===== config.mk =====
export PLATFORM = sky130hd
export DESIGN_NAME = least_squares_line_fit
export DESIGN_NICKNAME = d
export VERILOG_FILES = /design/src/design/lsfit_pkg.sv /design/src/design/lsfit_mac.sv /design/src/design/lsfit_div.sv /design/src/design/least_squares_line_fit.sv
export SDC_FILE = /design/constraint.sdc
export NUM_CORES = 2
export LEC_CHECK = 0
export BUFFER_PORTS_ARGS = -buffer_cell sky130_fd_sc_hd__buf_2
export CORE_AREA = 2 2 437 222
export CTS_BUF_LIST = sky130_fd_sc_hd__clkbuf_8
export DETAILED_ROUTE_END_ITERATION = 6
export DIE_AREA = 0 0 439 224
export PLACE_DENSITY = 0.72
export SYNTH_ARGS = -nofsm -noshare
export SYNTH_HDL_FRONTEND = slang
export SYNTH_SLANG_ARGS = --single-unit

===== constraint.sdc =====
create_clock -name clk -period 12.85 [get_ports clk]
set_input_delay 2.57 -clock clk [delete_from_list [all_inputs] [get_ports clk]]
set_output_delay 2.57 -clock clk [all_outputs]
set_load 0.005 [all_outputs]

===== src/design/lsfit_pkg.sv =====
// Shared widths, codes, command structs and constants for the line-fit block.
`default_nettype none

package lsfit_pkg;

    // Configuration of the fit
    localparam int MAX_POINTS = 4;
    localparam int FRAC_BITS  = 24;

    // Item field widths
    localparam int F_W   = 16;
    localparam int P_W   = 8;
    localparam int FX_W  = 48;
    localparam int EST_W = 16;

    // Accumulator widths
    localparam int CNT_W = $clog2(MAX_POINTS + 1);
    localparam int SF_W  = F_W + CNT_W - 1;
    localparam int SFF_W = 2 * F_W + CNT_W;
    localparam int SFP_W = F_W + P_W + CNT_W - 1;
    localparam int SP_W  = P_W + CNT_W - 1;

    // Serial multiply-accumulate unit
    localparam int A_W   = FX_W;
    localparam int B_W   = SF_W;
    localparam int ACC_W = A_W + B_W;

    // Serial divider
    localparam int DEN_W     = SFF_W + CNT_W;
    localparam int NUM_W     = SFF_W + SP_W + 1;
    localparam int DIVD_W    = NUM_W + FRAC_BITS;
    localparam int DIV_CNT_W = $clog2(DIVD_W);
    localparam int Q_W       = FX_W + 1;
    localparam int QR_W      = Q_W + 1;

    localparam logic [DIV_CNT_W-1:0] DIV_LAST = DIV_CNT_W'(DIVD_W - 1);
    localparam logic [QR_W-1:0]      NEG_LIM  = QR_W'(1) << (FX_W - 1);
    localparam logic [QR_W-1:0]      POS_LIM  = (QR_W'(1) << (FX_W - 1)) - QR_W'(1);
    localparam logic signed [FX_W-1:0] FX_MAX = {1'b0, {(FX_W-1){1'b1}}};
    localparam logic signed [FX_W-1:0] FX_MIN = {1'b1, {(FX_W-1){1'b0}}};

    localparam logic [CNT_W-1:0] PT_ONE = CNT_W'(1);
    localparam logic [CNT_W-1:0] MAX_PT = CNT_W'(MAX_POINTS);

    localparam logic [ACC_W-1:0] EST_HALF = ACC_W'(1) << (FRAC_BITS - 1);
    localparam logic [EST_W-1:0] EST_MAX  = {EST_W{1'b1}};

    // Request and result codes
    localparam logic REQ_CAL = 1'b0;
    localparam logic REQ_EST = 1'b1;
    localparam logic RK_FIT  = 1'b0;
    localparam logic RK_EST  = 1'b1;

    typedef struct packed {
        logic                    load;
        logic                    sub;
        logic signed [ACC_W-1:0] init;
        logic signed [A_W-1:0]   a;
        logic [B_W-1:0]          b;
    } mac_cmd_t;

    typedef struct packed {
        logic                    load;
        logic signed [NUM_W-1:0] num;
        logic [DEN_W-1:0]        den;
    } div_cmd_t;

endpackage

`default_nettype wire


===== src/design/lsfit_mac.sv =====
// Bit-serial shift-and-add multiply-accumulate unit: acc +/- a*b, one bit of b a cycle.
`default_nettype none

module lsfit_mac (
    input  wire logic                             clk,
    input  wire logic                             rst_n,
    input  wire lsfit_pkg::mac_cmd_t              cmd,
    output logic                                  run,
    output logic signed [lsfit_pkg::ACC_W-1:0]    acc
);

    logic                              run_reg, run_next;
    logic                              sub_reg, sub_next;
    logic signed [lsfit_pkg::ACC_W-1:0] acc_reg, acc_next;
    logic signed [lsfit_pkg::ACC_W-1:0] a_reg, a_next;
    logic [lsfit_pkg::B_W-1:0]          b_reg, b_next;

    always_comb
    begin
        run_next = run_reg;
        sub_next = sub_reg;
        acc_next = acc_reg;
        a_next   = a_reg;
        b_next   = b_reg;
        if (cmd.load)
        begin
            run_next = 1'b1;
            sub_next = cmd.sub;
            acc_next = cmd.init;
            a_next   = {{(lsfit_pkg::ACC_W-lsfit_pkg::A_W){cmd.a[lsfit_pkg::A_W-1]}}, cmd.a};
            b_next   = cmd.b;
        end
        else if (run_reg)
        begin
            if (b_reg[0])
            begin
                acc_next = sub_reg ? (acc_reg - a_reg) : (acc_reg + a_reg);
            end
            a_next   = a_reg <<< 1;
            b_next   = b_reg >> 1;
            run_next = (b_next != '0);
        end
    end

    always_ff @(posedge clk or negedge rst_n)
    begin
        if (!rst_n)
        begin
            run_reg <= 1'b0;
        end
        else
        begin
            run_reg <= run_next;
        end
    end

    always_ff @(posedge clk)
    begin
        sub_reg <= sub_next;
        acc_reg <= acc_next;
        a_reg   <= a_next;
        b_reg   <= b_next;
    end

    assign run = run_reg;
    assign acc = acc_reg;

endmodule

`default_nettype wire


===== src/design/lsfit_div.sv =====
// Restoring radix-2 divider: (num << FRAC_BITS) / den, rounded half away from zero, saturated.
`default_nettype none

module lsfit_div (
    input  wire logic                            clk,
    input  wire logic                            rst_n,
    input  wire lsfit_pkg::div_cmd_t             cmd,
    output logic                                 run,
    output logic signed [lsfit_pkg::FX_W-1:0]    quot
);

    logic                                run_reg, run_next;
    logic [lsfit_pkg::DIV_CNT_W-1:0]     cnt_reg, cnt_next;
    logic [lsfit_pkg::DIVD_W-1:0]        dvd_reg, dvd_next;
    logic [lsfit_pkg::DEN_W-1:0]         rem_reg, rem_next;
    logic [lsfit_pkg::DEN_W-1:0]         den_reg, den_next;
    logic [lsfit_pkg::Q_W-1:0]           q_reg, q_next;
    logic                                ovf_reg, ovf_next;
    logic                                neg_reg, neg_next;

    logic [lsfit_pkg::NUM_W-1:0]         mag;
    logic [lsfit_pkg::DEN_W:0]           rem_sh;
    logic [lsfit_pkg::DEN_W:0]           rem_sub;
    logic                                ge;
    logic                                rnd;
    logic [lsfit_pkg::QR_W-1:0]          q_rnd;
    logic                                sat;

    assign mag = cmd.num[lsfit_pkg::NUM_W-1] ? (~$unsigned(cmd.num) + 1'b1)
                                             : $unsigned(cmd.num);

    // one quotient bit per cycle
    assign rem_sh  = {rem_reg, dvd_reg[lsfit_pkg::DIVD_W-1]};
    assign rem_sub = rem_sh - {1'b0, den_reg};
    assign ge      = (rem_sh >= {1'b0, den_reg});

    always_comb
    begin
        run_next = run_reg;
        cnt_next = cnt_reg;
        dvd_next = dvd_reg;
        rem_next = rem_reg;
        den_next = den_reg;
        q_next   = q_reg;
        ovf_next = ovf_reg;
        neg_next = neg_reg;
        if (cmd.load)
        begin
            run_next = 1'b1;
            cnt_next = lsfit_pkg::DIV_LAST;
            dvd_next = {mag, {lsfit_pkg::FRAC_BITS{1'b0}}};
            rem_next = '0;
            den_next = cmd.den;
            q_next   = '0;
            ovf_next = 1'b0;
            neg_next = cmd.num[lsfit_pkg::NUM_W-1];
        end
        else if (run_reg)
        begin
            rem_next = ge ? rem_sub[lsfit_pkg::DEN_W-1:0] : rem_sh[lsfit_pkg::DEN_W-1:0];
            q_next   = {q_reg[lsfit_pkg::Q_W-2:0], ge};
            ovf_next = ovf_reg | q_reg[lsfit_pkg::Q_W-1];
            dvd_next = dvd_reg << 1;
            if (cnt_reg == '0)
            begin
                run_next = 1'b0;
            end
            else
            begin
                cnt_next = cnt_reg - 1'b1;
            end
        end
    end

    // rounding and saturation of the finished quotient
    assign rnd   = ({rem_reg, 1'b0} >= {1'b0, den_reg});
    assign q_rnd = {1'b0, q_reg} + {{lsfit_pkg::Q_W{1'b0}}, rnd};
    assign sat   = ovf_reg || (neg_reg ? (q_rnd > lsfit_pkg::NEG_LIM)
                                       : (q_rnd > lsfit_pkg::POS_LIM));

    always_comb
    begin
        if (sat)
        begin
            quot = neg_reg ? lsfit_pkg::FX_MIN : lsfit_pkg::FX_MAX;
        end
        else if (neg_reg)
        begin
            quot = -$signed(q_rnd[lsfit_pkg::FX_W-1:0]);
        end
        else
        begin
            quot = $signed(q_rnd[lsfit_pkg::FX_W-1:0]);
        end
    end

    always_ff @(posedge clk or negedge rst_n)
    begin
        if (!rst_n)
        begin
            run_reg <= 1'b0;
        end
        else
        begin
            run_reg <= run_next;
        end
    end

    always_ff @(posedge clk)
    begin
        cnt_reg <= cnt_next;
        dvd_reg <= dvd_next;
        rem_reg <= rem_next;
        den_reg <= den_next;
        q_reg   <= q_next;
        ovf_reg <= ovf_next;
        neg_reg <= neg_next;
    end

    assign run = run_reg;

endmodule

`default_nettype wire


===== src/design/least_squares_line_fit.sv =====
// Top level of the least-squares line fit: sequencer, accumulators and result registers.
`default_nettype none

// Least-squares line fit for a sheet counter. A beat is taken when start is
// high and busy is low. Calibration beats (req_type = 0) add freq_count and
// sheet_count into the running sums; the beat with last_point set also fits
// p = slope*f + intercept (signed, FRAC_BITS fraction bits) and clears the
// sums. Only the first MAX_POINTS points are summed; a last mark beyond that
// still fits. A zero denominator keeps the old line and sets degenerate.
// Estimate beats (req_type = 1) give slope*f + intercept rounded half up and
// clamped to 0..65535. Every fit and every estimate yields one result beat,
// shown for exactly one cycle with done high; non-last calibration beats give
// none. There is no back-pressure: the receiver must take done when it comes.
// Timing: all products go through one bit-serial multiply-accumulate unit, one
// multiplier bit a cycle, and both fit quotients through one radix-2 divider
// of 70 steps. An estimate is one serial product; a summed calibration point
// is two (f*f, f*p); the fit adds six serial products and two divisions.
// done rises at the edge where busy falls.
module least_squares_line_fit (
    input  wire logic                                clk,
    input  wire logic                                rst_n,
    input  wire logic                                start,
    output logic                                     busy,
    input  wire logic                                req_type,
    input  wire logic [lsfit_pkg::F_W-1:0]           freq_count,
    input  wire logic [lsfit_pkg::P_W-1:0]           sheet_count,
    input  wire logic                                last_point,
    output logic                                     done,
    output logic                                     result_kind,
    output logic signed [lsfit_pkg::FX_W-1:0]        slope_out,
    output logic signed [lsfit_pkg::FX_W-1:0]        intercept_out,
    output logic [lsfit_pkg::EST_W-1:0]              sheet_estimate,
    output logic                                     degenerate
);

    typedef enum logic [3:0] {
        ST_IDLE,
        ST_ACC_SQ,   // sum_freq_sq  += f*f
        ST_ACC_FP,   // sum_freq_sheet += f*p
        ST_FIT,      // sums settled, launch the fit
        ST_DEN_A,    // n*Sff
        ST_DEN_B,    //   - Sf*Sf
        ST_SN_A,     // n*Sfp
        ST_SN_B,     //   - Sf*Sp
        ST_IN_A,     // Sff*Sp
        ST_IN_B,     //   - Sfp*Sf
        ST_DIV_S,    // slope quotient
        ST_DIV_I,    // intercept quotient
        ST_EST       // slope*f + intercept
    } state_t;

    state_t state_reg, state_next;

    // latched beat
    logic [lsfit_pkg::F_W-1:0]   f_reg, f_next;
    logic [lsfit_pkg::P_W-1:0]   p_reg, p_next;
    logic                        last_reg, last_next;

    // running sums
    logic [lsfit_pkg::SFF_W-1:0] sff_reg, sff_next;
    logic [lsfit_pkg::SF_W-1:0]  sf_reg, sf_next;
    logic [lsfit_pkg::SFP_W-1:0] sfp_reg, sfp_next;
    logic [lsfit_pkg::SP_W-1:0]  sp_reg, sp_next;
    logic [lsfit_pkg::CNT_W-1:0] pt_reg, pt_next;

    // line in use
    logic signed [lsfit_pkg::FX_W-1:0] slope_reg, slope_next;
    logic signed [lsfit_pkg::FX_W-1:0] intercept_reg, intercept_next;

    // fit intermediates
    logic [lsfit_pkg::DEN_W-1:0]        den_reg, den_next;
    logic signed [lsfit_pkg::NUM_W-1:0] snum_reg, snum_next;
    logic signed [lsfit_pkg::NUM_W-1:0] inum_reg, inum_next;

    // result registers
    logic                              done_reg, done_next;
    logic                              kind_reg, kind_next;
    logic signed [lsfit_pkg::FX_W-1:0] slope_o_reg, slope_o_next;
    logic signed [lsfit_pkg::FX_W-1:0] icpt_o_reg, icpt_o_next;
    logic [lsfit_pkg::EST_W-1:0]       est_reg, est_next;
    logic                              degen_reg, degen_next;

    // arithmetic units
    lsfit_pkg::mac_cmd_t                mac_cmd;
    logic                               mac_run;
    logic signed [lsfit_pkg::ACC_W-1:0] mac_acc;
    lsfit_pkg::div_cmd_t                div_cmd;
    logic                               div_run;
    logic signed [lsfit_pkg::FX_W-1:0]  div_quot;

    // estimate rounding
    logic [lsfit_pkg::ACC_W-1:0]                    est_sum;
    logic [lsfit_pkg::ACC_W-lsfit_pkg::FRAC_BITS-1:0] est_hi;
    logic [lsfit_pkg::EST_W-1:0]                    est_val;
    logic                                           den_zero;

    lsfit_mac u_mac (
        .clk   (clk),
        .rst_n (rst_n),
        .cmd   (mac_cmd),
        .run   (mac_run),
        .acc   (mac_acc)
    );

    lsfit_div u_div (
        .clk   (clk),
        .rst_n (rst_n),
        .cmd   (div_cmd),
        .run   (div_run),
        .quot  (div_quot)
    );

    // add the half, floor, clamp to the output range
    assign est_sum = $unsigned(mac_acc) + lsfit_pkg::EST_HALF;
    assign est_hi  = est_sum[lsfit_pkg::ACC_W-1:lsfit_pkg::FRAC_BITS];

    always_comb
    begin
        if (mac_acc[lsfit_pkg::ACC_W-1])
        begin
            est_val = '0;
        end
        else if (|est_hi[lsfit_pkg::ACC_W-lsfit_pkg::FRAC_BITS-1:lsfit_pkg::EST_W])
        begin
            est_val = lsfit_pkg::EST_MAX;
        end
        else
        begin
            est_val = est_hi[lsfit_pkg::EST_W-1:0];
        end
    end

    // D <= 0 counts as degenerate
    assign den_zero = mac_acc[lsfit_pkg::ACC_W-1] || (mac_acc == '0);

    always_comb
    begin
        state_next     = state_reg;
        f_next         = f_reg;
        p_next         = p_reg;
        last_next      = last_reg;
        sff_next       = sff_reg;
        sf_next        = sf_reg;
        sfp_next       = sfp_reg;
        sp_next        = sp_reg;
        pt_next        = pt_reg;
        slope_next     = slope_reg;
        intercept_next = intercept_reg;
        den_next       = den_reg;
        snum_next      = snum_reg;
        inum_next      = inum_reg;
        done_next      = 1'b0;
        kind_next      = kind_reg;
        slope_o_next   = slope_o_reg;
        icpt_o_next    = icpt_o_reg;
        est_next       = est_reg;
        degen_next     = degen_reg;
        mac_cmd        = '0;
        div_cmd        = '0;

        case (state_reg)
            ST_IDLE:
            begin
                if (start)
                begin
                    f_next    = freq_count;
                    p_next    = sheet_count;
                    last_next = last_point;
                    if (req_type == lsfit_pkg::REQ_EST)
                    begin
                        mac_cmd.load = 1'b1;
                        mac_cmd.init = {{(lsfit_pkg::ACC_W-lsfit_pkg::FX_W)
                                         {intercept_reg[lsfit_pkg::FX_W-1]}}, intercept_reg};
                        mac_cmd.a    = slope_reg;
                        mac_cmd.b    = {{(lsfit_pkg::B_W-lsfit_pkg::F_W){1'b0}}, freq_count};
                        state_next   = ST_EST;
                    end
                    else if (pt_reg < lsfit_pkg::MAX_PT)
                    begin
                        mac_cmd.load = 1'b1;
                        mac_cmd.init = {{(lsfit_pkg::ACC_W-lsfit_pkg::SFF_W){1'b0}}, sff_reg};
                        mac_cmd.a    = {{(lsfit_pkg::A_W-lsfit_pkg::F_W){1'b0}}, freq_count};
                        mac_cmd.b    = {{(lsfit_pkg::B_W-lsfit_pkg::F_W){1'b0}}, freq_count};
                        state_next   = ST_ACC_SQ;
                    end
                    else if (last_point)
                    begin
                        // table full: fit over what is held
                        state_next = ST_FIT;
                    end
                end
            end

            ST_ACC_SQ:
            begin
                if (!mac_run)
                begin
                    sff_next     = mac_acc[lsfit_pkg::SFF_W-1:0];
                    mac_cmd.load = 1'b1;
                    mac_cmd.init = {{(lsfit_pkg::ACC_W-lsfit_pkg::SFP_W){1'b0}}, sfp_reg};
                    mac_cmd.a    = {{(lsfit_pkg::A_W-lsfit_pkg::F_W){1'b0}}, f_reg};
                    mac_cmd.b    = {{(lsfit_pkg::B_W-lsfit_pkg::P_W){1'b0}}, p_reg};
                    state_next   = ST_ACC_FP;
                end
            end

            ST_ACC_FP:
            begin
                if (!mac_run)
                begin
                    sfp_next   = mac_acc[lsfit_pkg::SFP_W-1:0];
                    sf_next    = sf_reg + {{(lsfit_pkg::SF_W-lsfit_pkg::F_W){1'b0}}, f_reg};
                    sp_next    = sp_reg + {{(lsfit_pkg::SP_W-lsfit_pkg::P_W){1'b0}}, p_reg};
                    pt_next    = pt_reg + lsfit_pkg::PT_ONE;
                    state_next = last_reg ? ST_FIT : ST_IDLE;
                end
            end

            ST_FIT:
            begin
                mac_cmd.load = 1'b1;
                mac_cmd.init = '0;
                mac_cmd.a    = {{(lsfit_pkg::A_W-lsfit_pkg::SFF_W){1'b0}}, sff_reg};
                mac_cmd.b    = {{(lsfit_pkg::B_W-lsfit_pkg::CNT_W){1'b0}}, pt_reg};
                state_next   = ST_DEN_A;
            end

            ST_DEN_A:
            begin
                if (!mac_run)
                begin
                    mac_cmd.load = 1'b1;
                    mac_cmd.sub  = 1'b1;
                    mac_cmd.init = mac_acc;
                    mac_cmd.a    = {{(lsfit_pkg::A_W-lsfit_pkg::SF_W){1'b0}}, sf_reg};
                    mac_cmd.b    = sf_reg;
                    state_next   = ST_DEN_B;
                end
            end

            ST_DEN_B:
            begin
                if (!mac_run)
                begin
                    den_next = mac_acc[lsfit_pkg::DEN_W-1:0];
                    if (den_zero)
                    begin
                        // keep the old line, flag it, drop the sums
                        done_next    = 1'b1;
                        kind_next    = lsfit_pkg::RK_FIT;
                        slope_o_next = slope_reg;
                        icpt_o_next  = intercept_reg;
                        est_next     = '0;
                        degen_next   = 1'b1;
                        sff_next     = '0;
                        sf_next      = '0;
                        sfp_next     = '0;
                        sp_next      = '0;
                        pt_next      = '0;
                        state_next   = ST_IDLE;
                    end
                    else
                    begin
                        mac_cmd.load = 1'b1;
                        mac_cmd.init = '0;
                        mac_cmd.a    = {{(lsfit_pkg::A_W-lsfit_pkg::SFP_W){1'b0}}, sfp_reg};
                        mac_cmd.b    = {{(lsfit_pkg::B_W-lsfit_pkg::CNT_W){1'b0}}, pt_reg};
                        state_next   = ST_SN_A;
                    end
                end
            end

            ST_SN_A:
            begin
                if (!mac_run)
                begin
                    mac_cmd.load = 1'b1;
                    mac_cmd.sub  = 1'b1;
                    mac_cmd.init = mac_acc;
                    mac_cmd.a    = {{(lsfit_pkg::A_W-lsfit_pkg::SF_W){1'b0}}, sf_reg};
                    mac_cmd.b    = {{(lsfit_pkg::B_W-lsfit_pkg::SP_W){1'b0}}, sp_reg};
                    state_next   = ST_SN_B;
                end
            end

            ST_SN_B:
            begin
                if (!mac_run)
                begin
                    snum_next    = mac_acc[lsfit_pkg::NUM_W-1:0];
                    mac_cmd.load = 1'b1;
                    mac_cmd.init = '0;
                    mac_cmd.a    = {{(lsfit_pkg::A_W-lsfit_pkg::SFF_W){1'b0}}, sff_reg};
                    mac_cmd.b    = {{(lsfit_pkg::B_W-lsfit_pkg::SP_W){1'b0}}, sp_reg};
                    state_next   = ST_IN_A;
                end
            end

            ST_IN_A:
            begin
                if (!mac_run)
                begin
                    mac_cmd.load = 1'b1;
                    mac_cmd.sub  = 1'b1;
                    mac_cmd.init = mac_acc;
                    mac_cmd.a    = {{(lsfit_pkg::A_W-lsfit_pkg::SFP_W){1'b0}}, sfp_reg};
                    mac_cmd.b    = sf_reg;
                    state_next   = ST_IN_B;
                end
            end

            ST_IN_B:
            begin
                if (!mac_run)
                begin
                    inum_next    = mac_acc[lsfit_pkg::NUM_W-1:0];
                    div_cmd.load = 1'b1;
                    div_cmd.num  = snum_reg;
                    div_cmd.den  = den_reg;
                    state_next   = ST_DIV_S;
                end
            end

            ST_DIV_S:
            begin
                if (!div_run)
                begin
                    slope_next   = div_quot;
                    div_cmd.load = 1'b1;
                    div_cmd.num  = inum_reg;
                    div_cmd.den  = den_reg;
                    state_next   = ST_DIV_I;
                end
            end

            ST_DIV_I:
            begin
                if (!div_run)
                begin
                    intercept_next = div_quot;
                    done_next      = 1'b1;
                    kind_next      = lsfit_pkg::RK_FIT;
                    slope_o_next   = slope_reg;
                    icpt_o_next    = div_quot;
                    est_next       = '0;
                    degen_next     = 1'b0;
                    sff_next       = '0;
                    sf_next        = '0;
                    sfp_next       = '0;
                    sp_next        = '0;
                    pt_next        = '0;
                    state_next     = ST_IDLE;
                end
            end

            ST_EST:
            begin
                if (!mac_run)
                begin
                    done_next    = 1'b1;
                    kind_next    = lsfit_pkg::RK_EST;
                    slope_o_next = slope_reg;
                    icpt_o_next  = intercept_reg;
                    est_next     = est_val;
                    degen_next   = 1'b0;
                    state_next   = ST_IDLE;
                end
            end

            default:
            begin
                state_next = ST_IDLE;
            end
        endcase
    end

    always_ff @(posedge clk or negedge rst_n)
    begin
        if (!rst_n)
        begin
            state_reg     <= ST_IDLE;
            sff_reg       <= '0;
            sf_reg        <= '0;
            sfp_reg       <= '0;
            sp_reg        <= '0;
            pt_reg        <= '0;
            slope_reg     <= '0;
            intercept_reg <= '0;
            done_reg      <= 1'b0;
        end
        else
        begin
            state_reg     <= state_next;
            sff_reg       <= sff_next;
            sf_reg        <= sf_next;
            sfp_reg       <= sfp_next;
            sp_reg        <= sp_next;
            pt_reg        <= pt_next;
            slope_reg     <= slope_next;
            intercept_reg <= intercept_next;
            done_reg      <= done_next;
        end
    end

    // payload, no reset needed
    always_ff @(posedge clk)
    begin
        f_reg       <= f_next;
        p_reg       <= p_next;
        last_reg    <= last_next;
        den_reg     <= den_next;
        snum_reg    <= snum_next;
        inum_reg    <= inum_next;
        kind_reg    <= kind_next;
        slope_o_reg <= slope_o_next;
        icpt_o_reg  <= icpt_o_next;
        est_reg     <= est_next;
        degen_reg   <= degen_next;
    end

    assign busy           = (state_reg != ST_IDLE);
    assign done           = done_reg;
    assign result_kind    = kind_reg;
    assign slope_out      = slope_o_reg;
    assign intercept_out  = icpt_o_reg;
    assign sheet_estimate = est_reg;
    assign degenerate     = degen_reg;

    // a result beat always closes a busy stretch
    a_done_after_busy: assert property (@(posedge clk) disable iff (!rst_n)
        done |-> $past(busy))
        else $error("result beat without preceding work");

    // neither arithmetic unit may still be running once the sequencer is idle
    a_units_quiet_idle: assert property (@(posedge clk) disable iff (!rst_n)
        (state_reg == ST_IDLE) |-> !(mac_run || div_run))
        else $error("arithmetic unit running while idle");

    // the point count never passes the table size
    a_point_bound: assert property (@(posedge clk) disable iff (!rst_n)
        pt_reg <= lsfit_pkg::MAX_PT)
        else $error("point count beyond limit");

    // an estimate beat never carries the degenerate flag
    a_est_not_degen: assert property (@(posedge clk) disable iff (!rst_n)
        (done && (result_kind == lsfit_pkg::RK_EST)) |-> !degenerate)
        else $error("degenerate flag on estimate");

endmodule

`default_nettype wire

==> results.sh <==
export IMPL_synth_cells=4362
export IMPL_first_pass_iters=7
export IMPL_power_density_nw_per_um2=103
export IMPL_fin_cells=5800
export IMPL_relSlewSlack_pct=15.9
export IMPL_antenna_found_initial=3
export IMPL_period_minus_slack_ns=8.75
export IMPL_critPathBufInv=2
export IMPL_synth_top_cell_area_share_pct=35.0
export IMPL_yosys_area_top_type="edfxtp_1"
export IMPL_peakVddDrop_uv=105
export IMPL_switching_share_pct=21.9
export IMPL_max_cap_violations=0
export IMPL_synth_edf_count=505
export IMPL_power_leakage_uw=0.0182
export IMPL_core_um2=94600
export IMPL_die_w_um=439
export IMPL_worst_setup_path_end_kind="register"
export IMPL_synth_area_um2=43300
export IMPL_cp_data_arrival_time_ns=9.37
export IMPL_htree_levels=3
export IMPL_dp_cells=5587
export IMPL_start_util_pct=45.8
export IMPL_grt_max_degree=102
export IMPL_fmax_mhz=114
export IMPL_ant_nets=0
export IMPL_rsz0062_at_grt="no"
export IMPL_drive_gt1_share_pct=9.41
export IMPL_finalSetupTns_ns=0
export IMPL_clock_latency_ns=0.83
export IMPL_worst_path_dominant_cell_family="simple AND/OR/NAND/NOR gates"
export IMPL_grt_usage_pct=28.3
export IMPL_status="complete, but fails checks"
export IMPL_num_io_pins=145
export IMPL_rows=80
export IMPL_port_buffers=144
export IMPL_seqPwrFrac_pct=54.8
export IMPL_wire_per_inst_um=24.4
export IMPL_cts_path_max_buffers=3
export IMPL_worstPathRequired_ns=13.47
export IMPL_cts_setup_buffers=0
export IMPL_cts_sinks=795
export IMPL_placed_area_um2=45300
export IMPL_hp_class="register to register"
export IMPL_seq_area_frac_synth_pct=50.7
export IMPL_synth_commonest_cells="nand2_1, edfxtp_1, o21ai_0"
export IMPL_ys_ff_latch=795
export IMPL_skew_ns=0.0511
export IMPL_hold_path_depth=2
export IMPL_critical_path_max_stage_delay_ns=0.72
export IMPL_synth_nets=4533
export IMPL_grt_pass1_wl_mm=212
export IMPL_clkPwrFrac_pct=44.7
export IMPL_synth_ff_type="edfxtp_1"
export IMPL_slowest_stage="nor3_1"
export IMPL_synth_async_sr_flop_share_pct=24.5
export IMPL_die_area_um2=98300
export IMPL_total_power_uw=4910
export IMPL_cts_tree="built"
export IMPL_synth_warnings=0
export IMPL_drt_wl_total_mm=141
export IMPL_fin_crit_sh_pct=68.1
export IMPL_avgSynthCellArea_um2=9.92
export IMPL_start_kind="register"
export IMPL_critical_path_class="register to register"
export IMPL_cts_root_buffer_cell="clkbuf_8"
export IMPL_switchingPower_uw=1070
export IMPL_numCtsBuffers=112
export IMPL_die_h_um=224
export IMPL_p_int_uw=3840
export IMPL_violations="design-rule violations"
export IMPL_r2r_cells=25
export IMPL_vias=36402
export IMPL_comb_power_share_pct=0.5
export IMPL_cts_resized=0
export IMPL_synth_cell_type_count=86
export IMPL_slew_violations=0
export IMPL_vias_per_cell=6.28
export IMPL_hold_buffers=0
export IMPL_grt_pass1_vias=32892
export IMPL_yosysMostFrequentCell="nand2_1"
export IMPL_grt_overflow_total=0
export IMPL_nets=4601
export IMPL_synthTopCellsByArea="edfxtp_1, dfrtp_1, o21ai_0"
export IMPL_dpl_hpwl_mm=100
export IMPL_crit_cells=25
export IMPL_worstMarginPinSlew_ns=1.25
export IMPL_setup_violations=0
export IMPL_critPathMaxFanout=10
export IMPL_drc=5
export IMPL_finalHoldViolations=0
export IMPL_design_area_um2=47700
export IMPL_finalWeightedCongestion=1.01
export IMPL_clk_pin_slew_worst_paths_ns=0.07
export IMPL_synthToLayoutAreaGrowth_pct=10.1
export IMPL_drt_iter0_markers=5698
-- metrics by stage --
step                      util, %  hold WS (ns)  setup slack [ns]
after floorplan                 -         0.438              2.65
after global placement       47.8         0.465              4.65
after detailed placement     47.8         0.475              4.39
after CTS                    50.4         0.484              4.39
after global routing         50.4         0.501              3.71
final                        50.4         0.482              4.10
-- worst min-delay path: stages, from the launching register on --
cell,delay (ns)
dfxtp_1,0.33
nand2_1,0.05
o21ai_0,0.06
-- placed cells by master (no fill, tap or decap), drive strengths merged, types with 13 or more instances in the layout --
| cell type | Yosys | routed |
|---|---|---|
| xnor2 | 172 | 172 |
| o21ai | 476 | 476 |
| bufinv | 0 | 13 |
| nand4 | 44 | 44 |
| nand2 | 579 | 579 |
| nand3 | 101 | 101 |
| a211oi | 31 | 31 |
| and2 | 61 | 61 |
| and4 | 15 | 15 |
| nor3 | 77 | 77 |
| a22o | 92 | 92 |
| or3 | 20 | 20 |
| a31oi | 58 | 58 |
| a221o | 14 | 14 |
| nor4 | 53 | 53 |
| dfrtp | 195 | 195 |
| a21oi | 273 | 273 |
| a21o | 97 | 97 |
| inv | 127 | 166 |
| nor2 | 248 | 248 |
| o21a | 26 | 26 |
| o21bai | 21 | 21 |
| xor2 | 97 | 97 |
| edfxtp | 505 | 505 |
| dfxtp | 95 | 95 |
| nand2b | 35 | 35 |
| clkinv | 2 | 35 |
| nor3b | 17 | 17 |
| o22ai | 16 | 16 |
| a22oi | 47 | 47 |
| o31ai | 28 | 28 |
| clkbuf | 216 | 122 |
| buf | 38 | 208 |
| nor2b | 25 | 25 |
| a222oi | 75 | 75 |
| ha | 138 | 138 |
| mux2i | 44 | 44 |
| and3 | 43 | 43 |
-- routing by layer --
metal | wire length [um] | track usage, % | vias to the layer above
li1 | - | - | 16414
met1 | 63900 | 44.2 | 17448
met5 | 0 | 0 | -
met2 | 54000 | 36.6 | 2327
met3 | 20000 | 9.46 | 213
met4 | 3420 | 7.32 | 0
-- final cells by class --
class / count / area (um2)
antenna: 2 / 5.00
tap: 1271 / 1590
clock buffer: 122 / 1680
clock inverter: 89 / 724
timing repair buffer: 208 / 1210
multi-input combinational: 3184 / 20000
inverter: 129 / 487
sequential: 795 / 21900
fill: 8509 / 46900
-- power groups by stage --
stage / Clock (uW) / Combinational [uW] / Sequential (uW)
global route: 2330 / 26.6 / 2690
detailed placement: 0 / 23.8 / 2750
finish: 2190 / 23.8 / 2690
CTS: 2220 / 23.8 / 2690
global placement: 0 / 23.3 / 2750
floorplan: 0 / 0.380 / 2750
-- cells by family after synthesis --
family	after synthesis	share of synthesized area, %
flip-flops	795	50.7
multiplexers	50	1.17
buffers and inverters	383	3.40
adder cells (fa/ha/maj)	142	4.17
XOR/XNOR	269	5.44
AND/OR/NAND/NOR	1353	14.7
AO/OA/AOI/OAI	1370	20.4
-- path summary, 6_finish.rpt --
| check | from | end | slack, ns |
|---|---|---|---|
| min reg2reg | u_div.rem_reg[12] | u_div.rem_reg[12] | 0.48 |
| min in group asynchronous | rst_n | state_reg[1] | 1.72 |
| min | u_div.rem_reg[12] | u_div.rem_reg[12] | 0.48 |
| max reg2reg | u_div.den_reg[25] | intercept_out[37] | 4.10 |
| max in group asynchronous | rst_n | sff_reg[34] | 9.60 |
| max | u_div.den_reg[25] | intercept_out[37] | 4.10 |
Power figures use the tool's default switching activity.
